`src/hdl/smf_pkg.sv`:
```
`timescale 1ns / 1ps

package smf_pkg;

  // per-cycle control broadcast to every cell of the sorted row
  typedef struct packed {
    logic upd;   // an item is taken this cycle
    logic full;  // window full, the oldest entry leaves
  } smf_ctrl_t;

endpackage

```
`src/hdl/sliding_median_filter.sv`:
```
`timescale 1ns / 1ps

// Sliding-window median filter. Each item on the input carries one unsigned
// sample; the block returns one item per sample holding the lower median of
// the last WINDOW_DEPTH samples (fewer while the window fills after reset).
// The window is kept sorted in a row of WINDOW_DEPTH cells: each accepted
// sample drops the oldest entry once the window is full and is inserted at
// its sorted place in the registered row, and the result is then copied from
// the middle cell into the output register once that register is free. One
// item per cycle is sustained while the output side takes results.
module sliding_median_filter
  import smf_pkg::*;
#(
  parameter int WINDOW_DEPTH = 16,
  parameter int SAMPLE_BITS  = 12
) (
  input  logic                                clk,
  input  logic                                rst_n,
  input  logic                                in_tvalid,
  output logic                                in_tready,
  input  logic [((SAMPLE_BITS+7)/8)*8-1:0]    in_tdata,   // [SAMPLE_BITS-1:0] sample
  output logic                                out_tvalid,
  input  logic                                out_tready,
  output logic [((SAMPLE_BITS+7)/8)*8-1:0]    out_tdata   // [SAMPLE_BITS-1:0] median
);

  localparam int DW = SAMPLE_BITS;
  localparam int TW = ((SAMPLE_BITS + 7) / 8) * 8;
  localparam int AW = (WINDOW_DEPTH > 1) ? $clog2(WINDOW_DEPTH) : 1;
  localparam int CW = $clog2(WINDOW_DEPTH + 1);
  localparam logic [CW-1:0] Depth = CW'(WINDOW_DEPTH);

  logic [CW-1:0] cnt_r, cnt_nxt;
  logic [AW-1:0] mid_r;
  logic          pend_r;
  logic          out_valid_r;
  logic [DW-1:0] out_data_r;

  smf_ctrl_t     ctrl;
  logic          acc, load;
  logic [CW-1:0] keep_cnt;
  logic [CW-1:0] mid_full;
  logic [DW-1:0] sample;

  logic [DW-1:0] val  [WINDOW_DEPTH];
  logic [DW-1:0] cval [WINDOW_DEPTH];
  logic [AW-1:0] cage [WINDOW_DEPTH];
  logic          le   [WINDOW_DEPTH];
  logic          rm   [WINDOW_DEPTH];
  // held age of each cell, seen by the lower neighbor when closing a gap
  logic [AW-1:0] cage_raw [WINDOW_DEPTH];

  assign sample    = in_tdata[DW-1:0];
  assign load      = pend_r && (!out_valid_r || out_tready);
  assign in_tready = !pend_r || load;
  assign acc       = in_tvalid && in_tready;

  assign ctrl.upd  = acc;
  assign ctrl.full = (cnt_r == Depth);
  assign keep_cnt  = ctrl.full ? Depth - CW'(1) : cnt_r;
  assign cnt_nxt   = ctrl.full ? Depth : cnt_r + CW'(1);
  assign mid_full  = (cnt_nxt - CW'(1)) >> 1;

  for (genvar i = 0; i < WINDOW_DEPTH; i++) begin : g_cell
    logic [DW-1:0] up_val;
    logic [AW-1:0] up_age;
    logic          rm_in;
    logic [DW-1:0] lo_cval;
    logic [AW-1:0] lo_cage;
    logic          lo_le;

    if (i == WINDOW_DEPTH - 1) begin : g_top
      assign up_val = val[i];
      assign up_age = '0;
    end else begin : g_mid
      assign up_val = val[i+1];
      assign up_age = cage_raw[i+1];
    end

    if (i == 0) begin : g_bot
      assign rm_in   = 1'b0;
      assign lo_cval = sample;
      assign lo_cage = '0;
      assign lo_le   = 1'b0;
    end else begin : g_up
      assign rm_in   = rm[i-1];
      assign lo_cval = cval[i-1];
      assign lo_cage = cage[i-1];
      assign lo_le   = le[i-1];
    end

    smf_cell #(
      .DEPTH (WINDOW_DEPTH),
      .DW    (DW),
      .AW    (AW),
      .CW    (CW),
      .IDX   (i)
    ) u_cell (
      .clk      (clk),
      .ctrl     (ctrl),
      .keep_cnt (keep_cnt),
      .sample   (sample),
      .up_val   (up_val),
      .up_age   (up_age),
      .rm_in    (rm_in),
      .lo_cval  (lo_cval),
      .lo_cage  (lo_cage),
      .lo_le    (lo_le),
      .rm_out   (rm[i]),
      .cval     (cval[i]),
      .cage     (cage[i]),
      .le       (le[i]),
      .val      (val[i]),
      .age      (cage_raw[i])
    );
  end

  always_ff @(posedge clk) begin
    if (!rst_n) begin
      cnt_r       <= '0;
      pend_r      <= 1'b0;
      out_valid_r <= 1'b0;
    end else begin
      if (acc) begin
        cnt_r  <= cnt_nxt;
        mid_r  <= mid_full[AW-1:0];
      end
      if (acc) begin
        pend_r <= 1'b1;
      end else if (load) begin
        pend_r <= 1'b0;
      end
      if (load) begin
        out_valid_r <= 1'b1;
        out_data_r  <= val[mid_r];
      end else if (out_tready) begin
        out_valid_r <= 1'b0;
      end
    end
  end

  assign out_tvalid = out_valid_r;
  assign out_tdata  = TW'(out_data_r);

endmodule

```
`src/hdl/smf_cell.sv`:
```
`timescale 1ns / 1ps

module smf_cell
  import smf_pkg::*;
#(
  parameter int DEPTH = 16,
  parameter int DW    = 12,
  parameter int AW    = 4,
  parameter int CW    = 5,
  parameter int IDX   = 0
) (
  input  logic          clk,
  input  smf_ctrl_t     ctrl,
  input  logic [CW-1:0] keep_cnt,  // entries left after removal
  input  logic [DW-1:0] sample,
  input  logic [DW-1:0] up_val,    // upper neighbor, held value
  input  logic [AW-1:0] up_age,
  input  logic          rm_in,     // removal at or below lower neighbor
  input  logic [DW-1:0] lo_cval,   // lower neighbor, compacted value
  input  logic [AW-1:0] lo_cage,
  input  logic          lo_le,
  output logic          rm_out,
  output logic [DW-1:0] cval,
  output logic [AW-1:0] cage,
  output logic          le,
  output logic [DW-1:0] val,
  output logic [AW-1:0] age
);

  localparam logic [AW-1:0] AgeMax = AW'(DEPTH - 1);
  localparam logic [CW-1:0] Pos    = CW'(IDX);

  logic [DW-1:0] val_r, val_nxt;
  logic [AW-1:0] age_r, age_nxt;
  logic          rm_here;

  // the oldest entry carries the top age once the window is full
  assign rm_here = ctrl.full && (age_r == AgeMax);
  assign rm_out  = rm_in || rm_here;

  // close the gap left by the removed entry
  assign cval = rm_out ? up_val : val_r;
  assign cage = rm_out ? up_age : age_r;
  assign le   = (Pos < keep_cnt) && (cval <= sample);

  always_comb begin
    if (le) begin
      val_nxt = cval;
      age_nxt = cage + AW'(1);
    end else if (IDX == 0 || lo_le) begin
      val_nxt = sample;
      age_nxt = '0;
    end else begin
      val_nxt = lo_cval;
      age_nxt = lo_cage + AW'(1);
    end
  end

  always_ff @(posedge clk) begin
    if (ctrl.upd) begin
      val_r <= val_nxt;
      age_r <= age_nxt;
    end
  end

  assign val = val_r;
  assign age = age_r;

endmodule

```
`config.mk`:
```
export PLATFORM = sky130hd
export DESIGN_NAME = sliding_median_filter
export DESIGN_NICKNAME = d
export VERILOG_FILES = /design/src/hdl/smf_pkg.sv /design/src/hdl/sliding_median_filter.sv /design/src/hdl/smf_cell.sv
export SDC_FILE = /design/constraint.sdc
export NUM_CORES = 1
export LEC_CHECK = 0
export BUFFER_PORTS_ARGS = -buffer_cell sky130_fd_sc_hd__buf_4
export CORE_MARGIN = 4
export CORE_UTILIZATION = 54
export CTS_CLUSTER_DIAMETER = 40
export DETAILED_ROUTE_END_ITERATION = 8
export PLACE_DENSITY = 0.71
export SKIP_CTS_REPAIR_TIMING = 1
export SYNTH_ARGS = -nofsm -noshare
export SYNTH_HDL_FRONTEND = slang
export SYNTH_HIERARCHICAL = 1
export SYNTH_SLANG_ARGS = --single-unit
```
`constraint.sdc`:
```
create_clock -name clk -period 17.8 [get_ports clk]
set_clock_uncertainty 0.2 [all_clocks]
set_input_delay 1.78 -clock clk [delete_from_list [all_inputs] [get_ports clk]]
set_output_delay 1.78 -clock clk [all_outputs]
set_load 0.005 [all_outputs]
```
==> qor.txt <==
top cell family by delay on the critical path -> buffers and inverters
DR vias -> 19.48k
setup tns final -> 0 ps
DP Wirelength -> 48470 microns
routability cong. -> 0.9056
Avg Synthesized Cell Area -> 11.46 sq um
CTS clk-pin slew, worst paths -> 60 ps
Worst path slowest cell -> a31oi_2
worst-margin pin slew -> 1295 ps
Die ar. -> 54000 sq um
Die Y-Extent -> 232.4 microns
crit path kind -> reg -> reg
VDD IR-drop max -> 0.09221 mV
Crit path required time -> 17950 ps
met1 GRT Util -> 31.40%
Hold WS -> 285.9 ps
Final Setup Violations -> 0
Root Buffer -> clkbuf_16
DRT Pass-1 Iters -> 6
nets@finish -> 2640
Hold WC Path Type -> reg -> reg
area of the multi-input gates -> 17140 sq um
TritonCTS clock tree -> built
global routing usage on met3 -> 3.550%
critical path launch point type -> flip-flop
Starting Density -> 55.08%
fillcell total -> 4014
GRT busiest layer -> met2
IO Port Bufs -> 29
row cnt -> 81
Hold Vio Cnt, Final -> 0
largest net degree at the start of global routing -> 125
drc violations -> 0
delay of the slowest critical-path stage -> 790 ps
Syn-to-layout area delta -> 9.356%
CTS H-tree lvls -> 2
WP buf/inv -> 28
number of max-cap violations -> 0
vias per std cell -> 6.279
Sink Count -> 279
clock buffer depth -> 3
grt ovf -> 0
diode count -> 0
Rel. slew slack -> 13.33%
CP Capture Type -> flip-flop
max-slew violations -> 0
FF+latch area -> 8308 sq um
initial antenna violation count -> 1
status -> finished, final reports clean
Overall Global Routing Usage -> 25.26%
Iter 0 DRT Violations -> 1540
CP dominant cell by count -> inv_1
CP arrival -> 15600 ps
CTS buffer count -> 53
first-pass GRT wire length -> 109700 microns
Max Fanout on Critical Path -> 17
number of global-route vias before repair -> 20.42k
Leakage -> 12.35 nW
fmax -> 64.69 MHz
Min Clock Period, post-route -> 15460 ps
Clock Latency Late Sink -> 600 ps
Routed Antenna Nets -> 0
Post-Synthesis Cells -> 2373
synthesized area -> 27190 sq um
layout cells sized above 1 -> 34.13%
Die W -> 232.4 microns
Tcrit/Tclk final -> 86.85%
Synth Warn # -> 6
RSZ-0062 raised after global routing -> false
WL final -> 69500 microns
drt wl/cell -> 22.40 microns
routing usage on met2 -> 43.80%
PD cells -> 95.12 nW/um^2
core box area -> 49360 sq um
I/O pin count -> 38
[flip-flops by register name, summed over array words and instances (netlist names)]
name,count
cnt_r,5
pend_r,1
out_tvalid,1
g_cell.u_cell/age,64
mid_r,4
out_data_r,12
g_cell.u_cell/val,192
[report_power, final]
part,switching (W),leakage (nW),internal [W]
registers,0.0000830,2.71,0.000831
logic,0.000374,8.68,0.000380
clock network,0.000376,0.962,0.000784
[path summary, 6_finish.rpt]
kind | slack, ps | start | to | cells after the start
worst max-delay path | 2340 | cnt_r[0] | g_cell[15].u_cell/val[8] | 54
worst max register to register | 2340 | cnt_r[0] | g_cell[15].u_cell/val[8] | 54
worst min register to register | 290 | pend_r | out_tvalid | 2
worst min-delay path | 290 | pend_r | out_tvalid | 2
[area by class of cell]
type                            instances  share of cell area [%]
Clock buffer                           57                   4.688
Clock inverter                         42                   2.125
Inverter                              254                   3.232
Multi-Input combinational cell       1744                   57.65
Sequential cell                       279                   27.94
Tap cell                              664                   2.794
Timing Repair Buffer                   62                   1.566
[cells in the final DEF (no fill, tap or decap), types with 13 or more instances in the layout]
| master | instances |
|---|---|
| mux2_2 | 445 |
| edfxtp_1 | 272 |
| inv_1 | 252 |
| ha_1 | 226 |
| a21oi_1 | 127 |
| mux2_4 | 122 |
| nand2_1 | 84 |
| mux2i_1 | 79 |
| buf_4 | 62 |
| clkbuf_16 | 55 |
| nor2_1 | 51 |
| nand4_1 | 44 |
| nand3_1 | 41 |
| xnor2_1 | 37 |
| mux4_2 | 30 |
| xor2_1 | 30 |
| a31oi_1 | 30 |
| and3_1 | 30 |
| o21ai_0 | 29 |
| nor2b_1 | 26 |
| o22a_1 | 26 |
| a22oi_1 | 24 |
| o21a_1 | 23 |
| mux4_1 | 18 |
| a211oi_1 | 16 |
| bufinv_16 | 15 |
| or2_2 | 14 |
| o211ai_1 | 13 |
| conb_1 | 13 |
| a311oi_1 | 13 |
[metal layers]
| layer | vias to the layer above | routed length, microns |
|---|---|---|
| met2 | 634 | 34010 |
| met5 | - | 0 |
| met1 | 9601 | 28920 |
| met3 | 162 | 3714 |
| li1 | 9079 | - |
| met4 | 0 | 2853 |
[stage by stage]
step	instances	instance area (sq um)	power, W	utilization (%)	worst slack, ps
4_1_cts	3102	29730	0.002833	60.24	2335
5_1_grt	3102	29730	0.002956	60.24	1353
3_5_place_dp	3003	27710	0.001665	56.13	2445
6_report	3102	29730	0.002828	60.24	2341
3_3_place_gp	3003	27710	0.001627	56.13	2878
2_1_floorplan	2385	27230	0.001482	-	2115
[worst min-delay path, delay by kind of cell, from the launching register on]
| kind | cells | cell delay (ps) |
|---|---|---|
| flops | 1 | 320 |
| compound gates | 1 | 60 |
| buf+inv | 1 | 50 |
(Power assumes the default switching activity.)
